<file path="config.mk">
export PLATFORM = sky130hd
export DESIGN_NAME = oepf_cfg_regs_flat
export DESIGN_NICKNAME = d
export VERILOG_FILES = /design/src/hw/rtl/oepf_pkg.sv /design/src/hw/rtl/oepf_if.sv /design/src/hw/rtl/oepf_cfg_regs.sv /design/src/flat_wrapper.sv
export SDC_FILE = /design/constraint.sdc
export NUM_CORES = 1
export LEC_CHECK = 0
export BUFFER_PORTS_ARGS = -buffer_cell sky130_fd_sc_hd__clkbuf_2
export CAP_MARGIN = 5
export CELL_PAD_IN_SITES_DETAIL_PLACEMENT = 0
export CELL_PAD_IN_SITES_GLOBAL_PLACEMENT = 1
export CORE_UTILIZATION = 41
export DETAILED_ROUTE_END_ITERATION = 8
export PLACE_DENSITY_LB_ADDON = 0.1
export RECOVER_POWER = 100
export SYNTH_ARGS = -nofsm -noshare
export SYNTH_HDL_FRONTEND = slang
export SYNTH_SLANG_ARGS = --single-unit
</file>
<file path="constraint.sdc">
create_clock -name clk_i -period 1.03 [get_ports clk_i]
set_input_delay 0.206 -clock clk_i [delete_from_list [all_inputs] [get_ports clk_i]]
set_output_delay 0.206 -clock clk_i [all_outputs]
set_load 0.005 [all_outputs]
</file>
<file path="src/hw/rtl/oepf_pkg.sv">
// shared types and constants of the oriented extreme point finder
`timescale 1ns / 1ps
`default_nettype none

package oepf_pkg;

  // fixed field widths
  localparam int unsigned TRIG_WIDTH    = 16;
  localparam int unsigned LIMIT_WIDTH   = 23;
  localparam int unsigned CFG_IDX_WIDTH = 3;
  localparam int unsigned NUM_EXT       = 4;

  // register indexes of the config port
  typedef enum logic [CFG_IDX_WIDTH-1:0] {
    CFG_WAYPOINT_X  = 3'd0,
    CFG_WAYPOINT_Y  = 3'd1,
    CFG_HEADING_COS = 3'd2,
    CFG_HEADING_SIN = 3'd3,
    CFG_RANGE_LIMIT = 3'd4
  } cfg_reg_e;

  // reset values of the config registers
  localparam logic signed [TRIG_WIDTH-1:0] HEADING_COS_RESET = 16'sd32767;
  localparam logic signed [TRIG_WIDTH-1:0] HEADING_SIN_RESET = 16'sd0;
  localparam logic [LIMIT_WIDTH-1:0]       RANGE_LIMIT_RESET = 23'd12800;

  // extreme slots, also the bit positions of found_mask
  localparam int unsigned EXT_FORE  = 0;
  localparam int unsigned EXT_REAR  = 1;
  localparam int unsigned EXT_LEFT  = 2;
  localparam int unsigned EXT_RIGHT = 3;

  // control that travels with an item between stages
  typedef struct packed {
    logic valid;
    logic last;
  } stage_ctrl_t;

endpackage

`default_nettype wire

</file>
<file path="src/hw/rtl/oepf_if.sv">
// channel interfaces: vertex in, extremes out, config writes
`timescale 1ns / 1ps
`default_nettype none


interface oepf_cfg_if import oepf_pkg::*; #(
  parameter int unsigned DATA_WIDTH = 24
) ();
  logic                     valid;
  logic                     ready;
  logic [CFG_IDX_WIDTH-1:0] index;
  logic [DATA_WIDTH-1:0]    data;

  modport source (output valid, index, data, input ready);
  modport sink   (input valid, index, data, output ready);
endinterface

`default_nettype wire

</file>
<file path="src/hw/rtl/oepf_cfg_regs.sv">
// configuration registers: waypoint, heading and range limit
`timescale 1ns / 1ps
`default_nettype none

module oepf_cfg_regs import oepf_pkg::*; #(
  parameter int unsigned COORD_WIDTH = 24
) (
  input  logic                          clk_i,
  input  logic                          rst_ni,
  oepf_cfg_if.sink                      cfg_i,
  output logic signed [COORD_WIDTH-1:0] waypoint_x_o,
  output logic signed [COORD_WIDTH-1:0] waypoint_y_o,
  output logic signed [TRIG_WIDTH-1:0]  heading_cos_o,
  output logic signed [TRIG_WIDTH-1:0]  heading_sin_o,
  output logic [LIMIT_WIDTH-1:0]        range_limit_o
);

  logic signed [COORD_WIDTH-1:0] wp_x_q, wp_y_q;
  logic signed [TRIG_WIDTH-1:0]  cos_q, sin_q;
  logic [LIMIT_WIDTH-1:0]        limit_q;

  assign cfg_i.ready = 1'b1;

  always_ff @(posedge clk_i or negedge rst_ni) begin
    if (!rst_ni) begin
      wp_x_q  <= '0;
      wp_y_q  <= '0;
      cos_q   <= HEADING_COS_RESET;
      sin_q   <= HEADING_SIN_RESET;
      limit_q <= RANGE_LIMIT_RESET;
    end else if (cfg_i.valid) begin
      unique case (cfg_reg_e'(cfg_i.index))
        CFG_WAYPOINT_X:  wp_x_q  <= cfg_i.data[COORD_WIDTH-1:0];
        CFG_WAYPOINT_Y:  wp_y_q  <= cfg_i.data[COORD_WIDTH-1:0];
        CFG_HEADING_COS: cos_q   <= cfg_i.data[TRIG_WIDTH-1:0];
        CFG_HEADING_SIN: sin_q   <= cfg_i.data[TRIG_WIDTH-1:0];
        CFG_RANGE_LIMIT: limit_q <= cfg_i.data[LIMIT_WIDTH-1:0];
        default: ; // unused indexes are ignored
      endcase
    end
  end

  assign waypoint_x_o  = wp_x_q;
  assign waypoint_y_o  = wp_y_q;
  assign heading_cos_o = cos_q;
  assign heading_sin_o = sin_q;
  assign range_limit_o = limit_q;

endmodule

`default_nettype wire

</file>
<file path="src/flat_wrapper.sv">
// flat-port wrapper written by rule: the top's interface ports become plain ports
module oepf_cfg_regs_flat import oepf_pkg::*;
#(
  parameter int unsigned COORD_WIDTH = 24
)
  (clk_i, rst_ni, waypoint_x_o, waypoint_y_o, heading_cos_o, heading_sin_o, range_limit_o, cfg_i_valid, cfg_i_index, cfg_i_data, cfg_i_ready);
  oepf_cfg_if cfg_i_i ();
  input  logic clk_i;
  input  logic rst_ni;
  output logic signed [COORD_WIDTH-1:0] waypoint_x_o;
  output logic signed [COORD_WIDTH-1:0] waypoint_y_o;
  output logic signed [TRIG_WIDTH-1:0] heading_cos_o;
  output logic signed [TRIG_WIDTH-1:0] heading_sin_o;
  output logic [LIMIT_WIDTH-1:0] range_limit_o;
  input wire logic [$bits(cfg_i_i.valid)-1:0] cfg_i_valid;
  input wire logic [$bits(cfg_i_i.index)-1:0] cfg_i_index;
  input wire logic [$bits(cfg_i_i.data)-1:0] cfg_i_data;
  output wire logic [$bits(cfg_i_i.ready)-1:0] cfg_i_ready;
  assign cfg_i_i.valid = cfg_i_valid;
  assign cfg_i_i.index = cfg_i_index;
  assign cfg_i_i.data = cfg_i_data;
  assign cfg_i_ready = cfg_i_i.ready;
  oepf_cfg_regs #(.COORD_WIDTH(COORD_WIDTH)) u_core (.clk_i(clk_i), .rst_ni(rst_ni), .cfg_i(cfg_i_i), .waypoint_x_o(waypoint_x_o), .waypoint_y_o(waypoint_y_o), .heading_cos_o(heading_cos_o), .heading_sin_o(heading_sin_o), .range_limit_o(range_limit_o));
endmodule
</file>
==> reports/results.md <==
| Group | Result | Value |
|:---|:---|:---|
| synthesis | Post-synth cell types | 13 |
| synthesis | Post-synthesis instance area | 3990 µm² |
| power and ir drop | P_leak | 0.00299 µW |
| die | Floorplan die width | 101 µm |
| die | Initial core utilization | 42.7% |
| cts | Number of levels the H-tree was split into | 3 |
| drt | DR vias | 2,683 |
| setup path | Peak per-stage delay on the critical path | 0.56 ns |
| cts | Clk sinks | 103 |
| synthesis | Top cell type by total area after synthesis | sky130_fd_sc_hd__dfrtp_1 |
| drt | Number of design-rule violations left by the first detailed-router iteration | 39 |
| layout | Area taken by multi-input logic gates | 1550 µm² |
| setup path | Endpoint kind of the worst setup timing path | primary output |
| timing | Slew Limit Fails | 0 |
| placement | Number of buffers added on ports | 132 |
| synthesis | Nets in the synthesized netlist | 254 |
| setup path | Startpoint Class | flop |
| drt | Average via count per standard cell | 4.69 |
| drt | Highest routed metal layer | met4 |
| cts | Clock tree from TritonCTS | done |
| die | Total number of placement rows | 35 |
| global route | Via count of the first global-routing pass | 2,670 |
| placement | RePlAce Congestion | 0.675 |
| timing | Total of endpoints with negative setup slack in the final report | 147 |
| drt | Total length of routed met3 wires | 535 µm |
| outcome | Status | finished with violations |
| global route | Initial antenna violation count | 0 |
| global route | First-pass GRT wire length | 15,000 µm |
| setup path | Flop2flop setup slack | 0 ns |
| timing | Tcrit/Tclk final | 121% |
| synthesis | Syn Area/Cell | 17.8 µm² |
| timing | Final hold viol count | 0 |
| timing | Unrepaired setup endpoints after global routing | yes |
| timing | Final worst slack | -0.213 ns |
| cts | Root buffer cell | sky130_fd_sc_hd__clkbuf_8 |
| drt | Drt pass-1 iters | 4 |
| cts | Num CTS Buffers | 9 |
| drt | Detailed-route wire length on metal 1 | 4600 µm |
| setup path | Critical path's slowest cell | sky130_fd_sc_hd__dfstp_2 |
| placement | Number of instances in the placed design | 489 |
| layout | Count of filler cells inserted in the layout | 735 |
| setup path | Worst endpoint required time | 0.82 ns |
| drt | Average wire per standard cell | 17.4 µm |
| layout | Ratio of cells with drive above 1 in the final layout | 79.0% |
| cts | Clock-pin slew of the registers on the worst-case setup and hold paths | 0.11 ns |
| drt | Antenna Nets Post-Route | 0 |
| setup path | Buffer and inverter count on the worst path | 1 |
| timing | Worst hold margin | 0.0891 ns |
| drt | Routed WL | 9930 µm |
| power and ir drop | Pwr per Cell Area | 1910 nW/µm² |
| cts | Number of buffers on the longest clock path | 2 |
| setup path | WS Path Type | flop to primary output |
| drt | DRC Markers | 0 |
| layout | Area Overhead vs Synth | 49.4% |
| die | Count of boundary I/O pins | 134 |
| synthesis | Yosys synthesis warning count | 0 |
| die | Die boundary height | 101 µm |
| setup path | Cell-by-cell trace of the critical path | clkbuf_2 |
| timing | Clock skew | 0 ns |
| synthesis | Synthesized instance count | 224 |
| placement | Worst slack at placement | -0.501 ns |
| die | Die area | 10,100 µm² |
| layout | Finished Layout Cells | 572 |
| die | Placeable Area | 9330 µm² |
| min path | Class of the most critical hold timing path | primary input to flop |
| synthesis | Portion of the post-synthesis area used by sequential elements | 65.2% |
| setup path | Cell family with most CP delay | flip-flops |
| drt | Met2 wire length | 4710 µm |
| outcome | Failing checks | negative setup slack |
| cts | Clock insertion delay at the later pin of the skew report | 0.36 ns |
| layout | Number of antenna repair diodes | 0 |
| synthesis | Share of the synthesized area in the top cell type | 53.4% |
| global route | Gr usage total | 20.1% |
| layout | Storage cell area | 2600 µm² |
| power and ir drop | Total power draw | 11,400 µW |
| timing | Shortest period the worst path allows | 1.24 ns |
| global route | Maximum number of pins on one net before global-route repair | 40 |
| synthesis | Leading post-synthesis cells by cell area | sky130_fd_sc_hd__dfrtp_1 53%, sky130_fd_sc_hd__mux2_2 18%, sky130_fd_sc_hd__dfstp_2 12% |
| timing | Peak clock frequency supported by timing | 0.804 GHz |
| synthesis | Number of synthesized register bits | 103 |
| global route | Total congestion overflow after global routing | 0 |
| setup path | Critical path arrival | 1.04 ns |
| placement | Post-DP HPWL | 6000 µm |
| power and ir drop | VDD IR-drop max | 0.948 mV |
| layout | Number of nets in the layout | 468 |
| flow run | Maximum Capacitance Violations | 0 |
| setup path | Crit-path max FO | 2 |
==> metrics by stage <==
stage / utilization, % / area, µm² / TNS, ns
2_1_floorplan: - / 4200 / -14.37
3_3_place_gp: 54.9 / 5120 / -37.47
3_5_place_dp: 54.9 / 5120 / -40.11
4_1_cts: 63.0 / 5880 / -9.09
5_1_grt: 63.8 / 5950 / -13.99
6_report: 63.8 / 5950 / -8.06
==> routing by layer <==
layer	vias to the layer above	global-route usage [%]
met4	0	5.02
met2	87	30.4
met5	-	0
met3	7	5.89
met1	1372	28.6
li1	1217	-
==> report_power, final <==
| part | switching, µW | internal [µW] | total (µW) | leakage, µW |
|---|---|---|---|---|
| sequential | 503 | 5040 | 5550 | 0.00121 |
| combinational | 1100 | 2310 | 3410 | 0.00169 |
| clock | 1430 | 969 | 2400 | 0.0000837 |
==> cell type report <==
type,count,area share [%]
Clock buffer,11,2.37
Clock inverter,5,0.714
Multi-Input combinational cell,109,26.0
Sequential cell,103,43.7
Tap cell,129,2.71
Timing Repair Buffer,215,24.6
==> worst paths after layout <==
check | from | depth (start not counted) | end
worst max-delay path | u_core.range_limit_o[12]$_DFFE_PN1P_ | 1 | range_limit_o[12]
worst min-delay path | cfg_i_data[23] | 2 | u_core.waypoint_y_o[23]$_DFFE_PN0P_
worst max register to register | u_core.waypoint_y_o[21]$_DFFE_PN0P_ | 3 | u_core.waypoint_y_o[21]$_DFFE_PN0P_
worst min register to register | u_core.waypoint_x_o[5]$_DFFE_PN0P_ | 1 | u_core.waypoint_x_o[5]$_DFFE_PN0P_
max in group asynchronous | rst_ni | 3 | u_core.range_limit_o[13]$_DFFE_PN1P_
min in group asynchronous | rst_ni | 3 | u_core.waypoint_x_o[5]$_DFFE_PN0P_
==> timing repair <==
item | CTS | global route
setup buffers | 42 | 22
pin swaps | 3 | 3
resized for setup | 27 | 25
cloned | 6 | 0
endpoints found under the setup margin | 179 | 165
hold buffers | 1 | 0
hold endpoints to repair | 85 | 0
==> synthesized netlist by cell type <==
master	instances
sky130_fd_sc_hd__buf_4	1
sky130_fd_sc_hd__nor4b_4	1
sky130_fd_sc_hd__mux2_2	64
sky130_fd_sc_hd__buf_6	8
sky130_fd_sc_hd__dfstp_2	18
sky130_fd_sc_hd__nor4bb_1	2
sky130_fd_sc_hd__dfrtp_1	85
sky130_fd_sc_hd__conb_1	1
sky130_fd_sc_hd__mux2_1	29
sky130_fd_sc_hd__and4bb_2	1
sky130_fd_sc_hd__buf_2	3
sky130_fd_sc_hd__nand4b_2	1
sky130_fd_sc_hd__mux2_4	10
==> layout by cell type (no fill, tap or decap), drive strengths merged <==
| master | Yosys | routed |
|---|---|---|
| nand4b | 1 | 1 |
| buf | 12 | 85 |
| nor4b | 1 | 1 |
| clkinv | 0 | 1 |
| conb | 1 | 1 |
| clkbuf | 0 | 140 |
| clkinvlp | 0 | 3 |
| and4bb | 1 | 1 |
| dlygate4sd3 | 0 | 1 |
| nor4bb | 2 | 2 |
| dfstp | 18 | 18 |
| inv | 0 | 1 |
| dfrtp | 85 | 85 |
| mux2 | 103 | 103 |
==> flip-flops by register name, indices dropped and copies added (netlist names) <==
register              flops
u_core.range_limit_o     23
u_core.waypoint_x_o      24
u_core.heading_cos_o     16
u_core.waypoint_y_o      24
u_core.heading_sin_o     16
==> cells by family after synthesis <==
| group | Yosys count | share of synthesized area [%] |
|---|---|---|
| muxes | 103 | 30.0 |
| DFF | 103 | 65.2 |
| other | 1 | 0.0941 |
| buffers and inverters | 12 | 2.83 |
| and+or+nand+nor | 5 | 1.79 |
(Power assumes the default switching activity.)
