**src/hw/rtl/oepf_pkg.sv**
```systemverilog
// shared types and constants of the oriented extreme point finder
`timescale 1ns / 1ps
`default_nettype none

package oepf_pkg;

  // fixed field widths
  localparam int unsigned TRIG_WIDTH    = 16;
  localparam int unsigned LIMIT_WIDTH   = 23;
  localparam int unsigned CFG_IDX_WIDTH = 3;
  localparam int unsigned NUM_EXT       = 4;

  // register indexes of the config port
  typedef enum logic [CFG_IDX_WIDTH-1:0] {
    CFG_WAYPOINT_X  = 3'd0,
    CFG_WAYPOINT_Y  = 3'd1,
    CFG_HEADING_COS = 3'd2,
    CFG_HEADING_SIN = 3'd3,
    CFG_RANGE_LIMIT = 3'd4
  } cfg_reg_e;

  // reset values of the config registers
  localparam logic signed [TRIG_WIDTH-1:0] HEADING_COS_RESET = 16'sd32767;
  localparam logic signed [TRIG_WIDTH-1:0] HEADING_SIN_RESET = 16'sd0;
  localparam logic [LIMIT_WIDTH-1:0]       RANGE_LIMIT_RESET = 23'd12800;

  // extreme slots, also the bit positions of found_mask
  localparam int unsigned EXT_FORE  = 0;
  localparam int unsigned EXT_REAR  = 1;
  localparam int unsigned EXT_LEFT  = 2;
  localparam int unsigned EXT_RIGHT = 3;

  // control that travels with an item between stages
  typedef struct packed {
    logic valid;
    logic last;
  } stage_ctrl_t;

endpackage

`default_nettype wire

```
**src/hw/rtl/oepf_if.sv**
```systemverilog
// channel interfaces: vertex in, extremes out, config writes
`timescale 1ns / 1ps
`default_nettype none

interface oepf_vertex_if #(
  parameter int unsigned COORD_WIDTH = 24
) ();
  logic                          valid;
  logic                          ready;
  logic signed [COORD_WIDTH-1:0] vertex_x;
  logic signed [COORD_WIDTH-1:0] vertex_y;
  logic                          last_vertex;

  modport source (output valid, vertex_x, vertex_y, last_vertex, input ready);
  modport sink   (input valid, vertex_x, vertex_y, last_vertex, output ready);
endinterface


`default_nettype wire

```
**src/hw/rtl/oepf_rotate.sv**
```systemverilog
// three stage elastic pipe: offset, multiply, sum/shift/saturate
`timescale 1ns / 1ps
`default_nettype none

module oepf_rotate import oepf_pkg::*; #(
  parameter int unsigned COORD_WIDTH    = 24,
  parameter int unsigned TRIG_FRAC_BITS = 15
) (
  input  logic                          clk_i,
  input  logic                          rst_ni,
  oepf_vertex_if.sink                   vtx_i,
  input  logic signed [COORD_WIDTH-1:0] waypoint_x_i,
  input  logic signed [COORD_WIDTH-1:0] waypoint_y_i,
  input  logic signed [TRIG_WIDTH-1:0]  heading_cos_i,
  input  logic signed [TRIG_WIDTH-1:0]  heading_sin_i,
  output stage_ctrl_t                   rot_ctrl_o,
  input  logic                          rot_ready_i,
  output logic signed [COORD_WIDTH+1:0] forward_o,
  output logic signed [COORD_WIDTH+1:0] lateral_o,
  output logic signed [COORD_WIDTH-1:0] vertex_x_o,
  output logic signed [COORD_WIDTH-1:0] vertex_y_o
);

  localparam int unsigned DW = COORD_WIDTH + 1;        // offset
  localparam int unsigned PW = DW + TRIG_WIDTH;        // product
  localparam int unsigned SW = PW + 1;                 // sum of two products
  localparam int unsigned EW = COORD_WIDTH + 2;        // saturated result

  // floor shift then clamp to EW bits signed
  function automatic logic signed [EW-1:0] sat_shift(input logic signed [SW-1:0] v);
    logic signed [SW-1:0] sh;
    sh = v >>> TRIG_FRAC_BITS;
    if ((&sh[SW-1:EW-1]) || !(|sh[SW-1:EW-1])) begin
      return sh[EW-1:0];
    end else if (sh[SW-1]) begin
      return {1'b1, {(EW-1){1'b0}}};
    end else begin
      return {1'b0, {(EW-1){1'b1}}};
    end
  endfunction

  stage_ctrl_t s1_q, s2_q, s3_q;
  logic        ld1, ld2, ld3;

  logic signed [DW-1:0]          dx_q, dy_q;
  logic signed [PW-1:0]          cx_q, sy_q, cy_q, sx_q;
  logic signed [EW-1:0]          fwd_q, lat_q;
  logic signed [COORD_WIDTH-1:0] vx1_q, vy1_q, vx2_q, vy2_q, vx3_q, vy3_q;

  logic signed [DW-1:0] dx_d, dy_d;
  logic signed [PW-1:0] cx_d, sy_d, cy_d, sx_d;
  logic signed [SW-1:0] fwd_raw, lat_raw;

  // a stage loads when it is empty or its content moves on
  assign ld3 = !s3_q.valid || rot_ready_i;
  assign ld2 = !s2_q.valid || ld3;
  assign ld1 = !s1_q.valid || ld2;
  assign vtx_i.ready = ld1;

  assign dx_d = {vtx_i.vertex_x[COORD_WIDTH-1], vtx_i.vertex_x}
              - {waypoint_x_i[COORD_WIDTH-1], waypoint_x_i};
  assign dy_d = {vtx_i.vertex_y[COORD_WIDTH-1], vtx_i.vertex_y}
              - {waypoint_y_i[COORD_WIDTH-1], waypoint_y_i};

  assign cx_d = PW'(heading_cos_i) * PW'(dx_q);
  assign sy_d = PW'(heading_sin_i) * PW'(dy_q);
  assign cy_d = PW'(heading_cos_i) * PW'(dy_q);
  assign sx_d = PW'(heading_sin_i) * PW'(dx_q);

  assign fwd_raw = {cx_q[PW-1], cx_q} + {sy_q[PW-1], sy_q};
  assign lat_raw = {cy_q[PW-1], cy_q} - {sx_q[PW-1], sx_q};

  always_ff @(posedge clk_i or negedge rst_ni) begin
    if (!rst_ni) begin
      s1_q <= '0;
      s2_q <= '0;
      s3_q <= '0;
    end else begin
      if (ld1) begin
        s1_q.valid <= vtx_i.valid;
        s1_q.last  <= vtx_i.last_vertex;
      end
      if (ld2) s2_q <= s1_q;
      if (ld3) s3_q <= s2_q;
    end
  end

  always_ff @(posedge clk_i) begin
    if (ld1) begin
      dx_q  <= dx_d;
      dy_q  <= dy_d;
      vx1_q <= vtx_i.vertex_x;
      vy1_q <= vtx_i.vertex_y;
    end
    if (ld2) begin
      cx_q  <= cx_d;
      sy_q  <= sy_d;
      cy_q  <= cy_d;
      sx_q  <= sx_d;
      vx2_q <= vx1_q;
      vy2_q <= vy1_q;
    end
    if (ld3) begin
      fwd_q <= sat_shift(fwd_raw);
      lat_q <= sat_shift(lat_raw);
      vx3_q <= vx2_q;
      vy3_q <= vy2_q;
    end
  end

  assign rot_ctrl_o = s3_q;
  assign forward_o  = fwd_q;
  assign lateral_o  = lat_q;
  assign vertex_x_o = vx3_q;
  assign vertex_y_o = vy3_q;

endmodule

`default_nettype wire

```
**src/flat_wrapper.sv**
```systemverilog
// flat-port wrapper written by rule: the top's interface ports become plain ports
module oepf_rotate_flat import oepf_pkg::*;
#(
  parameter int unsigned COORD_WIDTH    = 24,
  parameter int unsigned TRIG_FRAC_BITS = 15
)
  (clk_i, rst_ni, waypoint_x_i, waypoint_y_i, heading_cos_i, heading_sin_i, rot_ctrl_o, rot_ready_i, forward_o, lateral_o, vertex_x_o, vertex_y_o, vtx_i_valid, vtx_i_vertex_x, vtx_i_vertex_y, vtx_i_last_vertex, vtx_i_ready);
  oepf_vertex_if #(.COORD_WIDTH(COORD_WIDTH)) vtx_i_i ();
  input  logic clk_i;
  input  logic rst_ni;
  input  logic signed [COORD_WIDTH-1:0] waypoint_x_i;
  input  logic signed [COORD_WIDTH-1:0] waypoint_y_i;
  input  logic signed [TRIG_WIDTH-1:0] heading_cos_i;
  input  logic signed [TRIG_WIDTH-1:0] heading_sin_i;
  output stage_ctrl_t rot_ctrl_o;
  input  logic rot_ready_i;
  output logic signed [COORD_WIDTH+1:0] forward_o;
  output logic signed [COORD_WIDTH+1:0] lateral_o;
  output logic signed [COORD_WIDTH-1:0] vertex_x_o;
  output logic signed [COORD_WIDTH-1:0] vertex_y_o;
  input wire logic [$bits(vtx_i_i.valid)-1:0] vtx_i_valid;
  input wire logic [$bits(vtx_i_i.vertex_x)-1:0] vtx_i_vertex_x;
  input wire logic [$bits(vtx_i_i.vertex_y)-1:0] vtx_i_vertex_y;
  input wire logic [$bits(vtx_i_i.last_vertex)-1:0] vtx_i_last_vertex;
  output wire logic [$bits(vtx_i_i.ready)-1:0] vtx_i_ready;
  assign vtx_i_i.valid = vtx_i_valid;
  assign vtx_i_i.vertex_x = vtx_i_vertex_x;
  assign vtx_i_i.vertex_y = vtx_i_vertex_y;
  assign vtx_i_i.last_vertex = vtx_i_last_vertex;
  assign vtx_i_ready = vtx_i_i.ready;
  oepf_rotate #(.COORD_WIDTH(COORD_WIDTH), .TRIG_FRAC_BITS(TRIG_FRAC_BITS)) u_core (.clk_i(clk_i), .rst_ni(rst_ni), .vtx_i(vtx_i_i), .waypoint_x_i(waypoint_x_i), .waypoint_y_i(waypoint_y_i), .heading_cos_i(heading_cos_i), .heading_sin_i(heading_sin_i), .rot_ctrl_o(rot_ctrl_o), .rot_ready_i(rot_ready_i), .forward_o(forward_o), .lateral_o(lateral_o), .vertex_x_o(vertex_x_o), .vertex_y_o(vertex_y_o));
endmodule
```
**config.mk**
```make
export PLATFORM = sky130hd
export DESIGN_NAME = oepf_rotate_flat
export DESIGN_NICKNAME = d
export VERILOG_FILES = /design/src/hw/rtl/oepf_pkg.sv /design/src/hw/rtl/oepf_if.sv /design/src/hw/rtl/oepf_rotate.sv /design/src/flat_wrapper.sv
export SDC_FILE = /design/constraint.sdc
export NUM_CORES = 2
export LEC_CHECK = 0
export BUFFER_PORTS_ARGS = -buffer_cell sky130_fd_sc_hd__buf_2
export CAP_MARGIN = 30
export CORE_UTILIZATION = 35
export DETAILED_ROUTE_END_ITERATION = 8
export PLACE_DENSITY = 0.51
export SLEW_MARGIN = 40
export SYNTH_ARGS = -nofsm -noshare
export SYNTH_HDL_FRONTEND = slang
export SYNTH_SLANG_ARGS = --single-unit
```
**constraint.sdc**
```tcl
create_clock -name clk_i -period 8.65 [get_ports clk_i]
set_clock_uncertainty 0.15 [all_clocks]
set_input_delay 2.595 -clock clk_i [delete_from_list [all_inputs] [get_ports clk_i]]
set_output_delay 2.595 -clock clk_i [all_outputs]
set_load 0.01 [all_outputs]
```
==> flow_summary.yaml <==
status:
  outcome: "finished clean"
synthesis:
  synth_seq_area_share: 0.166
  synth_cell_types: 79
  netlist.area_leader.share: 0.414
  async_flop_share: 0.0144
  yosys.area.top_type: "fa_1"
  synth_edf_count: 410
  ys.flop_type: "edfxtp_1"
  ys_seq_elements: 416
  ys_top_cells_by_area: "fa_1, edfxtp_1, inv_1"
  synth_area_mm2: 0.0751
  avgSynthCellArea_um2: 9.74
  ys.warnings.count: 0
  synth_fp_nets: 9925
  synthCells: 7710
critical_path:
  r2r_cells: 22
  required_ns: 8.93
  cp-end-kind: "flop"
  worstReg2RegStart: "u_core.dy_q[5]"
  worstSetupPathType: "input port to flop"
  path_max_fanout: 15
  regToRegSetupSlack_ns: 1.12
  arrival_ns: 8.90
  cp-start-kind: "input port"
  rr_endpoint: "u_core.sy_q[39]"
die:
  die_area_mm2: 0.216
  rows: 169
  fp.dieW_um: 465
  initial_core_util: 0.353
  core_area_mm2: 0.213
  boundaryPins: 236
  die_height_um: 465
global_route:
  grt_pass1_wl_mm: 324
  grt_max_degree: 101
  overflow: 0
  grt_pass1_vias: 57300
  track_usage: 0.192
  grt_antenna_before_repair: 19
timing:
  fin_crit_sh: 0.996
  hold_viol: 0
  max_freq_mhz: 116
  slew_headroom: 0.416
  slew_violations: 0
  worstMarginPinSlew_ns: 0.876
  finalSetupViolCount: 0
  min_period_ns: 8.62
  grt_setup_unrepaired: "true"
clocking:
  clockBufferDepth: 3
  cts_made_buffers: 54
  root_buffer: "clkbuf_16"
  cts_tree: "yes"
  cts_num_sinks: 416
  clock_latency_ns: 0.69
  htree_levels: 2
  clk_pin_slew_ns: 0.06
  cts_hold_buf: 0
detailed_routing:
  post_drt_wl_per_cell_um: 17.9
  num_vias: 53000
  wl_mm: 201
  top_layer: "met5"
  vias_per_cell: 4.71
  final_antenna_net_count: 0
  wl_met3_mm: 7.94
  wl_met1_mm: 91.4
  wl_met2_mm: 96.6
  drt_iter0_drc: 2735
  drt-pass1-iter-count: 5
  drc: 0
final_layout:
  syn2layout_area_growth_pct: 15.7
  final_net_count: 10600
  fin_area_mm2: 0.0869
  nFillCells: 21300
  drive_above_1_share: 0.135
  postLayoutCoreUtil: 0.409
min_path:
  hold_end: "u_core.vertex_x_o[20]"
  hold_class: "flop to flop"
  min_path_cells: 0
  hp-start: "u_core.vx2_q[20]"
job:
  max_cap_violations: 0
placed_design:
  gp_congestion: 0.860
  dp_hpwl_mm: 172
  postPlaceCellArea_mm2: 0.0845
  portBuffers: 235
synthesized netlist by cell type, drive strengths merged, types with 4 or more instances:
library cell	n
inv	1896
o22ai	4
fa	1554
nand2b	54
nor4	4
a21oi	220
nand4	24
or3	11
xor2	66
nor3	28
edfxtp	410
and4	8
o31ai	11
a21o	107
a41oi	8
a211oi	10
or2	6
o2111ai	5
a31oi	19
and2	650
xnor2	191
ha	528
o21a	39
a2111oi	6
buf	10
o211ai	41
nor2	188
nand2	966
a21boi	18
o21ai	113
nor2b	36
a31o	7
a221oi	5
nand3	46
dfrtp	6
clkbuf	321
and3	26
o31a	5
o21bai	24
critical path: stages:
cell	delay, ns
buf_12	0.13
buf_6	0.14
buf_8	0.13
and2_4	0.16
fa_1	0.52
inv_2	0.04
fa_1	0.46
fa_1	0.50
inv_2	0.04
fa_1	0.48
fa_1	0.53
inv_2	0.04
fa_1	0.48
inv_2	0.05
ha_4	0.20
a21o_1	0.17
a21o_1	0.16
a21oi_2	0.17
o211ai_1	0.18
nor4_2	0.35
a21oi_2	0.13
a41o_1	0.22
or4_4	0.42
a31o_1	0.25
a31oi_1	0.20
xnor2_1	0.10
metal layers:
layer  up-vias  track usage
li1      24400            -
met1     27400        0.266
met2       950        0.320
met3       180       0.0210
met4        10       0.0482
met5         -            0
sequential cells by signal, summed over array words and instances, names as in the netlist:
signal and count:
u_core.cx_q 41, u_core.cy_q 41, u_core.dx_q 25, u_core.dy_q 25
u_core.forward_o 26, u_core.lateral_o 26, u_core.rot_ctrl_o 2, u_core.s1_q 2
u_core.s2_q 2, u_core.sx_q 41, u_core.sy_q 41, u_core.vertex_x_o 24
u_core.vertex_y_o 24, u_core.vx1_q 24, u_core.vx2_q 24, u_core.vy1_q 24
u_core.vy2_q 24
layout make-up:
type / count / area (um^2) / area share
inverters: 1896 / 7120 / 0.0820
multi-input cells: 5067 / 54700 / 0.629
flip-flops and latches: 416 / 12500 / 0.143
diodes: 9 / 22.5 / 0.000259
clock buffers: 63 / 1390 / 0.0159
clock inverters: 31 / 372 / 0.00428
repair buffers: 953 / 7310 / 0.0841
well taps: 2821 / 3530 / 0.0406
worst max-delay path by stage:
stage,from,endpoint,cells past startpoint
final,heading_sin_i[5],u_core.sy_q[39],26
after global routing,heading_sin_i[7],u_core.sy_q[39],25
after CTS,heading_sin_i[5],u_core.sy_q[39],26
after detailed placement,heading_sin_i[5],u_core.sy_q[39],25
after global placement,heading_sin_i[1],u_core.sy_q[40],28
after floorplan,heading_sin_i[7],u_core.sy_q[39],25
timing repair:
action	in CTS	in global routing
endpoints found under the setup margin	27	34
gates resized for setup	17	121
cloned	0	1
pin swaps	2	48
buffers inserted	1	4
placed cells by master (no fill, tap or decap), types with 10 or more instances in the layout:
cell,n
nor2_1,184
a21boi_0,17
or3_1,10
buf_6,35
nand4_1,24
o21a_1,39
a21oi_1,203
fa_1,1551
and3_1,26
ha_1,522
nor2b_1,35
buf_12,36
xnor2_1,189
nand2b_1,53
edfxtp_1,410
clkbuf_16,55
a21o_1,107
xor2_1,66
a21oi_2,15
a31oi_1,14
o21bai_1,24
o31ai_1,10
a211oi_1,10
buf_8,11
nand3_1,40
buf_2,219
nand2_1,963
nor3_1,28
inv_1,1890
o211ai_1,40
buf_4,645
and2_1,648
clkinv_2,10
o21ai_0,102
cells by family after synthesis:
logic type,share of synthesized area
buffers and inverters,0.112
adders and majority gates,0.502
and+or+nand+nor,0.132
AOI/OAI and AO/OA,0.0575
DFF,0.166
xor gates and xnor gates,0.0301
muxes,0.000450
through the flow:
stage	worst slack, ns	instances	TNS [ns]	hold slack [ns]
global route	-0.139	11300	-0.156	0.263
CTS	0.00440	11200	0	0.251
global placement	-1.03	11100	-43.70	0.250
floorplan	-0.0637	7710	-0.0637	0.250
detailed placement	-1.04	11100	-48.54	0.255
finish	0.0339	11300	0	0.258
Power is left out: the tool's default activity adds up to more than one toggle a clock period on the data nets, which glitch-free logic cannot reach.
