### config.mk
export PLATFORM = sky130hd
export DESIGN_NAME = oepf_tracker_flat
export DESIGN_NICKNAME = d
export VERILOG_FILES = /design/src/hw/rtl/oepf_pkg.sv /design/src/hw/rtl/oepf_if.sv /design/src/hw/rtl/oepf_tracker.sv /design/src/flat_wrapper.sv
export SDC_FILE = /design/constraint.sdc
export NUM_CORES = 1
export LEC_CHECK = 0
export BUFFER_PORTS_ARGS = -buffer_cell sky130_fd_sc_hd__buf_2
export CAP_MARGIN = 0
export CELL_PAD_IN_SITES_DETAIL_PLACEMENT = 0
export CELL_PAD_IN_SITES_GLOBAL_PLACEMENT = 1
export CORE_MARGIN = 4
export CORE_UTILIZATION = 43
export DETAILED_ROUTE_END_ITERATION = 6
export PLACE_DENSITY = 0.78
export SYNTH_ARGS = -nofsm -noshare
export SYNTH_HDL_FRONTEND = slang
export SYNTH_SLANG_ARGS = --single-unit
### constraint.sdc
create_clock -name clk_i -period 8.8 [get_ports clk_i]
set_input_delay 0.88 -clock clk_i [delete_from_list [all_inputs] [get_ports clk_i]]
set_output_delay 0.88 -clock clk_i [all_outputs]
set_load 0.05 [all_outputs]
### src/hw/rtl/oepf_pkg.sv
// shared types and constants of the oriented extreme point finder
`timescale 1ns / 1ps
`default_nettype none

package oepf_pkg;

  // fixed field widths
  localparam int unsigned TRIG_WIDTH    = 16;
  localparam int unsigned LIMIT_WIDTH   = 23;
  localparam int unsigned CFG_IDX_WIDTH = 3;
  localparam int unsigned NUM_EXT       = 4;

  // register indexes of the config port
  typedef enum logic [CFG_IDX_WIDTH-1:0] {
    CFG_WAYPOINT_X  = 3'd0,
    CFG_WAYPOINT_Y  = 3'd1,
    CFG_HEADING_COS = 3'd2,
    CFG_HEADING_SIN = 3'd3,
    CFG_RANGE_LIMIT = 3'd4
  } cfg_reg_e;

  // reset values of the config registers
  localparam logic signed [TRIG_WIDTH-1:0] HEADING_COS_RESET = 16'sd32767;
  localparam logic signed [TRIG_WIDTH-1:0] HEADING_SIN_RESET = 16'sd0;
  localparam logic [LIMIT_WIDTH-1:0]       RANGE_LIMIT_RESET = 23'd12800;

  // extreme slots, also the bit positions of found_mask
  localparam int unsigned EXT_FORE  = 0;
  localparam int unsigned EXT_REAR  = 1;
  localparam int unsigned EXT_LEFT  = 2;
  localparam int unsigned EXT_RIGHT = 3;

  // control that travels with an item between stages
  typedef struct packed {
    logic valid;
    logic last;
  } stage_ctrl_t;

endpackage

`default_nettype wire

### src/hw/rtl/oepf_if.sv
// channel interfaces: vertex in, extremes out, config writes
`timescale 1ns / 1ps
`default_nettype none


interface oepf_result_if #(
  parameter int unsigned COORD_WIDTH = 24
) ();
  logic                          valid;
  logic                          ready;
  logic signed [COORD_WIDTH-1:0] fore_x;
  logic signed [COORD_WIDTH-1:0] fore_y;
  logic signed [COORD_WIDTH-1:0] rear_x;
  logic signed [COORD_WIDTH-1:0] rear_y;
  logic signed [COORD_WIDTH-1:0] left_x;
  logic signed [COORD_WIDTH-1:0] left_y;
  logic signed [COORD_WIDTH-1:0] right_x;
  logic signed [COORD_WIDTH-1:0] right_y;
  logic [3:0]                    found_mask;

  modport source (output valid, fore_x, fore_y, rear_x, rear_y, left_x, left_y,
                  right_x, right_y, found_mask, input ready);
  modport sink   (input valid, fore_x, fore_y, rear_x, rear_y, left_x, left_y,
                  right_x, right_y, found_mask, output ready);
endinterface


`default_nettype wire

### src/hw/rtl/oepf_tracker.sv
// running extremes, found flags and the result register
`timescale 1ns / 1ps
`default_nettype none

module oepf_tracker import oepf_pkg::*; #(
  parameter int unsigned COORD_WIDTH = 24
) (
  input  logic                          clk_i,
  input  logic                          rst_ni,
  input  logic [LIMIT_WIDTH-1:0]        range_limit_i,
  input  stage_ctrl_t                   rot_ctrl_i,
  output logic                          rot_ready_o,
  input  logic signed [COORD_WIDTH+1:0] forward_i,
  input  logic signed [COORD_WIDTH+1:0] lateral_i,
  input  logic signed [COORD_WIDTH-1:0] vertex_x_i,
  input  logic signed [COORD_WIDTH-1:0] vertex_y_i,
  oepf_result_if.source                 res_o
);

  localparam int unsigned EW = COORD_WIDTH + 2;
  // compare width covers both the extremes and the range limit
  localparam int unsigned MW = (EW > LIMIT_WIDTH + 1) ? EW : LIMIT_WIDTH + 1;

  logic signed [EW-1:0]          max_fwd_q, min_fwd_q, max_lat_q, min_lat_q;
  logic signed [EW-1:0]          max_fwd_d, min_fwd_d, max_lat_d, min_lat_d;
  logic signed [COORD_WIDTH-1:0] pt_x_q [NUM_EXT];
  logic signed [COORD_WIDTH-1:0] pt_y_q [NUM_EXT];
  logic signed [COORD_WIDTH-1:0] pt_x_d [NUM_EXT];
  logic signed [COORD_WIDTH-1:0] pt_y_d [NUM_EXT];
  logic [NUM_EXT-1:0]            found_q, found_d, found_upd;

  logic                          out_v_q, out_v_d;
  logic signed [COORD_WIDTH-1:0] out_x_q [NUM_EXT];
  logic signed [COORD_WIDTH-1:0] out_y_q [NUM_EXT];
  logic [NUM_EXT-1:0]            out_mask_q;

  logic signed [MW-1:0] lim_m, neg_lim_m, fwd_m, lat_m;
  logic signed [MW-1:0] b_fore, b_rear, b_left, b_right;
  logic [NUM_EXT-1:0]   hit;
  logic                 out_free, go, emit;

  assign out_free    = !out_v_q || res_o.ready;
  assign rot_ready_o = !rot_ctrl_i.last || out_free;
  assign go          = rot_ctrl_i.valid && rot_ready_o;
  assign emit        = go && rot_ctrl_i.last;

  assign lim_m     = $signed(MW'(range_limit_i));
  assign neg_lim_m = -lim_m;
  assign fwd_m     = MW'(forward_i);
  assign lat_m     = MW'(lateral_i);

  // an extreme not yet found compares against the current limit
  assign b_fore  = found_q[EXT_FORE]  ? MW'(max_fwd_q) : neg_lim_m;
  assign b_rear  = found_q[EXT_REAR]  ? MW'(min_fwd_q) : lim_m;
  assign b_left  = found_q[EXT_LEFT]  ? MW'(max_lat_q) : neg_lim_m;
  assign b_right = found_q[EXT_RIGHT] ? MW'(min_lat_q) : lim_m;

  // strict compares: ties keep the held extreme
  assign hit[EXT_FORE]  = fwd_m > b_fore;
  assign hit[EXT_REAR]  = fwd_m < b_rear;
  assign hit[EXT_LEFT]  = lat_m > b_left;
  assign hit[EXT_RIGHT] = lat_m < b_right;

  assign found_upd = found_q | hit;

  always_comb begin
    max_fwd_d = hit[EXT_FORE]  ? forward_i : max_fwd_q;
    min_fwd_d = hit[EXT_REAR]  ? forward_i : min_fwd_q;
    max_lat_d = hit[EXT_LEFT]  ? lateral_i : max_lat_q;
    min_lat_d = hit[EXT_RIGHT] ? lateral_i : min_lat_q;
    for (int k = 0; k < NUM_EXT; k++) begin
      pt_x_d[k] = hit[k] ? vertex_x_i : pt_x_q[k];
      pt_y_d[k] = hit[k] ? vertex_y_i : pt_y_q[k];
    end
    // the last vertex closes the polygon and clears the run
    found_d = rot_ctrl_i.last ? '0 : found_upd;
    out_v_d = out_v_q;
    if (res_o.ready) out_v_d = 1'b0;
    if (emit)        out_v_d = 1'b1;
  end

  always_ff @(posedge clk_i or negedge rst_ni) begin
    if (!rst_ni) begin
      found_q <= '0;
      out_v_q <= 1'b0;
    end else begin
      if (go) found_q <= found_d;
      out_v_q <= out_v_d;
    end
  end

  always_ff @(posedge clk_i) begin
    if (go) begin
      max_fwd_q <= max_fwd_d;
      min_fwd_q <= min_fwd_d;
      max_lat_q <= max_lat_d;
      min_lat_q <= min_lat_d;
      for (int k = 0; k < NUM_EXT; k++) begin
        pt_x_q[k] <= pt_x_d[k];
        pt_y_q[k] <= pt_y_d[k];
      end
    end
    if (emit) begin
      for (int k = 0; k < NUM_EXT; k++) begin
        out_x_q[k] <= found_upd[k] ? pt_x_d[k] : '0;
        out_y_q[k] <= found_upd[k] ? pt_y_d[k] : '0;
      end
      out_mask_q <= found_upd;
    end
  end

  assign res_o.valid      = out_v_q;
  assign res_o.fore_x     = out_x_q[EXT_FORE];
  assign res_o.fore_y     = out_y_q[EXT_FORE];
  assign res_o.rear_x     = out_x_q[EXT_REAR];
  assign res_o.rear_y     = out_y_q[EXT_REAR];
  assign res_o.left_x     = out_x_q[EXT_LEFT];
  assign res_o.left_y     = out_y_q[EXT_LEFT];
  assign res_o.right_x    = out_x_q[EXT_RIGHT];
  assign res_o.right_y    = out_y_q[EXT_RIGHT];
  assign res_o.found_mask = out_mask_q;

endmodule

`default_nettype wire

### src/flat_wrapper.sv
// flat-port wrapper written by rule: the top's interface ports become plain ports
module oepf_tracker_flat import oepf_pkg::*;
#(
  parameter int unsigned COORD_WIDTH = 24
)
  (clk_i, rst_ni, range_limit_i, rot_ctrl_i, rot_ready_o, forward_i, lateral_i, vertex_x_i, vertex_y_i, res_o_valid, res_o_fore_x, res_o_fore_y, res_o_rear_x, res_o_rear_y, res_o_left_x, res_o_left_y, res_o_right_x, res_o_right_y, res_o_found_mask, res_o_ready);
  oepf_result_if #(.COORD_WIDTH(COORD_WIDTH)) res_o_i ();
  input  logic clk_i;
  input  logic rst_ni;
  input  logic [LIMIT_WIDTH-1:0] range_limit_i;
  input  stage_ctrl_t rot_ctrl_i;
  output logic rot_ready_o;
  input  logic signed [COORD_WIDTH+1:0] forward_i;
  input  logic signed [COORD_WIDTH+1:0] lateral_i;
  input  logic signed [COORD_WIDTH-1:0] vertex_x_i;
  input  logic signed [COORD_WIDTH-1:0] vertex_y_i;
  output wire logic [$bits(res_o_i.valid)-1:0] res_o_valid;
  output wire logic [$bits(res_o_i.fore_x)-1:0] res_o_fore_x;
  output wire logic [$bits(res_o_i.fore_y)-1:0] res_o_fore_y;
  output wire logic [$bits(res_o_i.rear_x)-1:0] res_o_rear_x;
  output wire logic [$bits(res_o_i.rear_y)-1:0] res_o_rear_y;
  output wire logic [$bits(res_o_i.left_x)-1:0] res_o_left_x;
  output wire logic [$bits(res_o_i.left_y)-1:0] res_o_left_y;
  output wire logic [$bits(res_o_i.right_x)-1:0] res_o_right_x;
  output wire logic [$bits(res_o_i.right_y)-1:0] res_o_right_y;
  output wire logic [$bits(res_o_i.found_mask)-1:0] res_o_found_mask;
  input wire logic [$bits(res_o_i.ready)-1:0] res_o_ready;
  assign res_o_valid = res_o_i.valid;
  assign res_o_fore_x = res_o_i.fore_x;
  assign res_o_fore_y = res_o_i.fore_y;
  assign res_o_rear_x = res_o_i.rear_x;
  assign res_o_rear_y = res_o_i.rear_y;
  assign res_o_left_x = res_o_i.left_x;
  assign res_o_left_y = res_o_i.left_y;
  assign res_o_right_x = res_o_i.right_x;
  assign res_o_right_y = res_o_i.right_y;
  assign res_o_found_mask = res_o_i.found_mask;
  assign res_o_i.ready = res_o_ready;
  oepf_tracker #(.COORD_WIDTH(COORD_WIDTH)) u_core (.clk_i(clk_i), .rst_ni(rst_ni), .range_limit_i(range_limit_i), .rot_ctrl_i(rot_ctrl_i), .rot_ready_o(rot_ready_o), .forward_i(forward_i), .lateral_i(lateral_i), .vertex_x_i(vertex_x_i), .vertex_y_i(vertex_y_i), .res_o(res_o_i));
endmodule
==> flow_metrics.env <==
export IMPL_hold_buffers=0
export IMPL_rows=85
export IMPL_async_flop_share_pct=1.006
export IMPL_grtUsageMet3_pct=4.053
export IMPL_cts_setup_buffers=0
export IMPL_peakVddDrop_mv=0.1882
export IMPL_coreArea_um2=53920
export IMPL_arrival_ps=6600
export IMPL_hold_viol_final=0
export IMPL_grt_pass1_vias=14270
export IMPL_clock_latency_ps=580
export IMPL_cts_tree="built"
export IMPL_setup_tns_final_ps=0
export IMPL_total_power_mw=8.475
export IMPL_fin_crit_sh_pct=69.97
export IMPL_syn_num_nets=1788
export IMPL_layout_nets=2115
export IMPL_grt_pass1_wl_um=83580
export IMPL_r2r_start="u_core.found_q[3]"
export IMPL_finish_utilization_pct=51.25
export IMPL_max_freq_mhz=162.4
export IMPL_via_per_inst=5.450
export IMPL_cts_root_buf="clkbuf_16"
export IMPL_drt_pass1_iterations=5
export IMPL_start_util_pct=43.48
export IMPL_synth_seq_cells=497
export IMPL_post_place_ws_ps=2164
export IMPL_ys_seq_area_share_pct=63.55
export IMPL_grt_usage_pct=18.48
export IMPL_die_h_um=241.5
export IMPL_crit_path_end_kind="flop"
export IMPL_drtAntennaViolNets=0
export IMPL_rsz0062_at_grt="false"
export IMPL_power_density_nw_per_um2=306.6
export IMPL_relSlewSlack_pct=17.82
export IMPL_clk_pin_slew_worst_paths_ps=60
export IMPL_cp_max_fo=55
export IMPL_ys_types=47
export IMPL_clkSinkCount=497
export IMPL_required_ps=9250
export IMPL_max_cap_violations=0
export IMPL_critical_path_class="primary input to flop"
export IMPL_final_common_cell="edfxtp_1"
export IMPL_grt_overflow=0
export IMPL_rrSetupSlack_ps=3670
export IMPL_setup_worst_path_end="u_core.out_x_q[0][13]"
export IMPL_netlist_instances=1557
export IMPL_ys_flop_type="edfxtp_1"
export IMPL_vias=14310
export IMPL_tightest_slew_ps=1233
export IMPL_startpoint="range_limit_i[7]"
export IMPL_routed_wl_um=55870
export IMPL_wl_per_cell_um=21.27
export IMPL_antenna_found_initial=5
export IMPL_status="finished, final reports clean"
export IMPL_hold_class="primary input to asynchronous set/reset pin"
export IMPL_area_growth_pct=17.88
export IMPL_synth_edff_count=492
export IMPL_drv_slew=0
export IMPL_startpoint_type="primary input"
export IMPL_place_hpwl_um=38020
export IMPL_htreeDepth=2
export IMPL_reg2reg_depth=12
export IMPL_met2_usage_pct=29.53
export IMPL_port_buffers=325
export IMPL_cts_buffers=53
export IMPL_die_x_um=241.5
export IMPL_grt_met1_usage_pct=25.17
export IMPL_post_cts_resized=0
export IMPL_final_setup_viol_count=0
export IMPL_mostFrequentLayoutCells="492 x edfxtp_1, 325 x buf_2, 193 x mux2_2"
export IMPL_io_pins=326
export IMPL_period_needed_ps=6158
export IMPL_leakage_nw=10.89
export IMPL_fin_skew_ps=16.35
export IMPL_dr_first_iter_drc_count=824
export IMPL_grt_busiest_layer="met2"
export IMPL_setup_slack_ps=2643
export IMPL_clk_path_buf_depth=3
export IMPL_yosysWarnings=0
export IMPL_drc=0
export IMPL_gp_congestion=0.8585
export IMPL_die_area_um2=58320
export IMPL_synthesis_area_um2=23440
export IMPL_grt_max_degree=171
export IMPL_r2r_end="u_core.min_lat_q[0]"
export IMPL_postSynthAreaPerCell_um2=15.06
export IMPL_drive_above_1_share_pct=32.90
## metrics by stage
step | cell area (um2) | hold slack [ps] | std cells
5_1_grt | 27630 | 84.83 | 2624
6_report | 27640 | 104.7 | 2626
3_3_place_gp | 25880 | 496.9 | 2525
4_1_cts | 27630 | 62.11 | 2623
2_1_floorplan | 23450 | 532.9 | 1557
3_5_place_dp | 25880 | 504.4 | 2525
## layer usage
| layer | vias to the layer above | part of all wire, % |
|---|---|---|
| met2 | 427 | 46 |
| met1 | 7092 | 44 |
| met4 | 6 | 3.4 |
| met5 | - | 0.068 |
| li1 | 6683 | - |
| met3 | 104 | 6.6 |
## cells by family (layout without fill, tap and decap cells)
kind of cell             Yosys count  count (layout)  synth area share, %
flip-flops                       497             497                63.55
adder cells (fa/ha/maj)          103             103                5.497
buffers and inverters            140             510                2.450
other                              0               3                    0
multiplexers                     384             384                17.43
AND/OR/NAND/NOR                  222             222                4.179
AO/OA/AOI/OAI                    189             189                6.074
XOR/XNOR                          22              22               0.8219
## sequential cells by signal, summed over array words and instances (netlist names)
signal,flops
u_core.found_q,4
u_core.max_fwd_q,26
u_core.max_lat_q,26
u_core.min_fwd_q,26
u_core.min_lat_q,26
u_core.out_x_q,96
u_core.out_y_q,96
u_core.pt_x_q,96
u_core.pt_y_q,96
u_core.res_o.found_mask,4
u_core.res_o.valid,1
## cell type report
type	instances	area (um2)
fillers	4560	26280
flip-flops and latches	497	14910
multi-input cells	920	8048
repair buffers	348	1812
clock buffers	68	1445
well taps	696	870.8
clock inverters	30	299.0
inverters	64	247.7
diodes	3	7.507
## where the power goes
group,switching [mW],internal (mW)
registers,0.212,3.26
logic,1.66,1.10
clock network,0.909,1.33
## synthesized netlist by cell type (15+ instances only)
library cell / count / area share [%]
a21oi_1: 36 / 0.77
inv_1: 64 / 1.0
xnor2_1: 15 / 0.56
a22o_1: 96 / 3.6
mux2_2: 193 / 9.3
nand2_1: 138 / 2.2
nor2_1: 21 / 0.34
o21ai_0: 19 / 0.41
mux2i_1: 191 / 8.2
nand4_1: 18 / 0.48
edfxtp_1: 492 / 63
clkbuf_1: 31 / 0.50
ha_1: 103 / 5.5
buf_2: 36 / 0.77
## worst min path at each step
stage | to | start | slack (ps)
6_report | u_core.res_o.valid | rst_ni | 100
5_1_grt | u_core.res_o.valid | rst_ni | 80
4_1_cts | u_core.res_o.valid | rst_ni | 60
3_5_place_dp | u_core.found_q[2] | u_core.found_q[2] | 500
3_3_place_gp | u_core.found_q[2] | u_core.found_q[2] | 500
2_1_floorplan | u_core.out_x_q[2][14] | u_core.pt_x_q[2][14] | 530
## worst max-delay path, stage by stage
cell and delay [ps]:
buf_2 130, nor4_1 330, nor3b_1 320, nand3_1 240
or4_1 560, nor4_1 310, xnor2_1 200, mux2i_1 110
ha_1 290, nand4_1 150, nor4_1 500, nand4_1 210
o41ai_1 580, mux2i_4 170, buf_4 350, nor2b_4 570
buf_4 440, a22o_1 200
No activity file was read; power rests on OpenSTA's default activity.
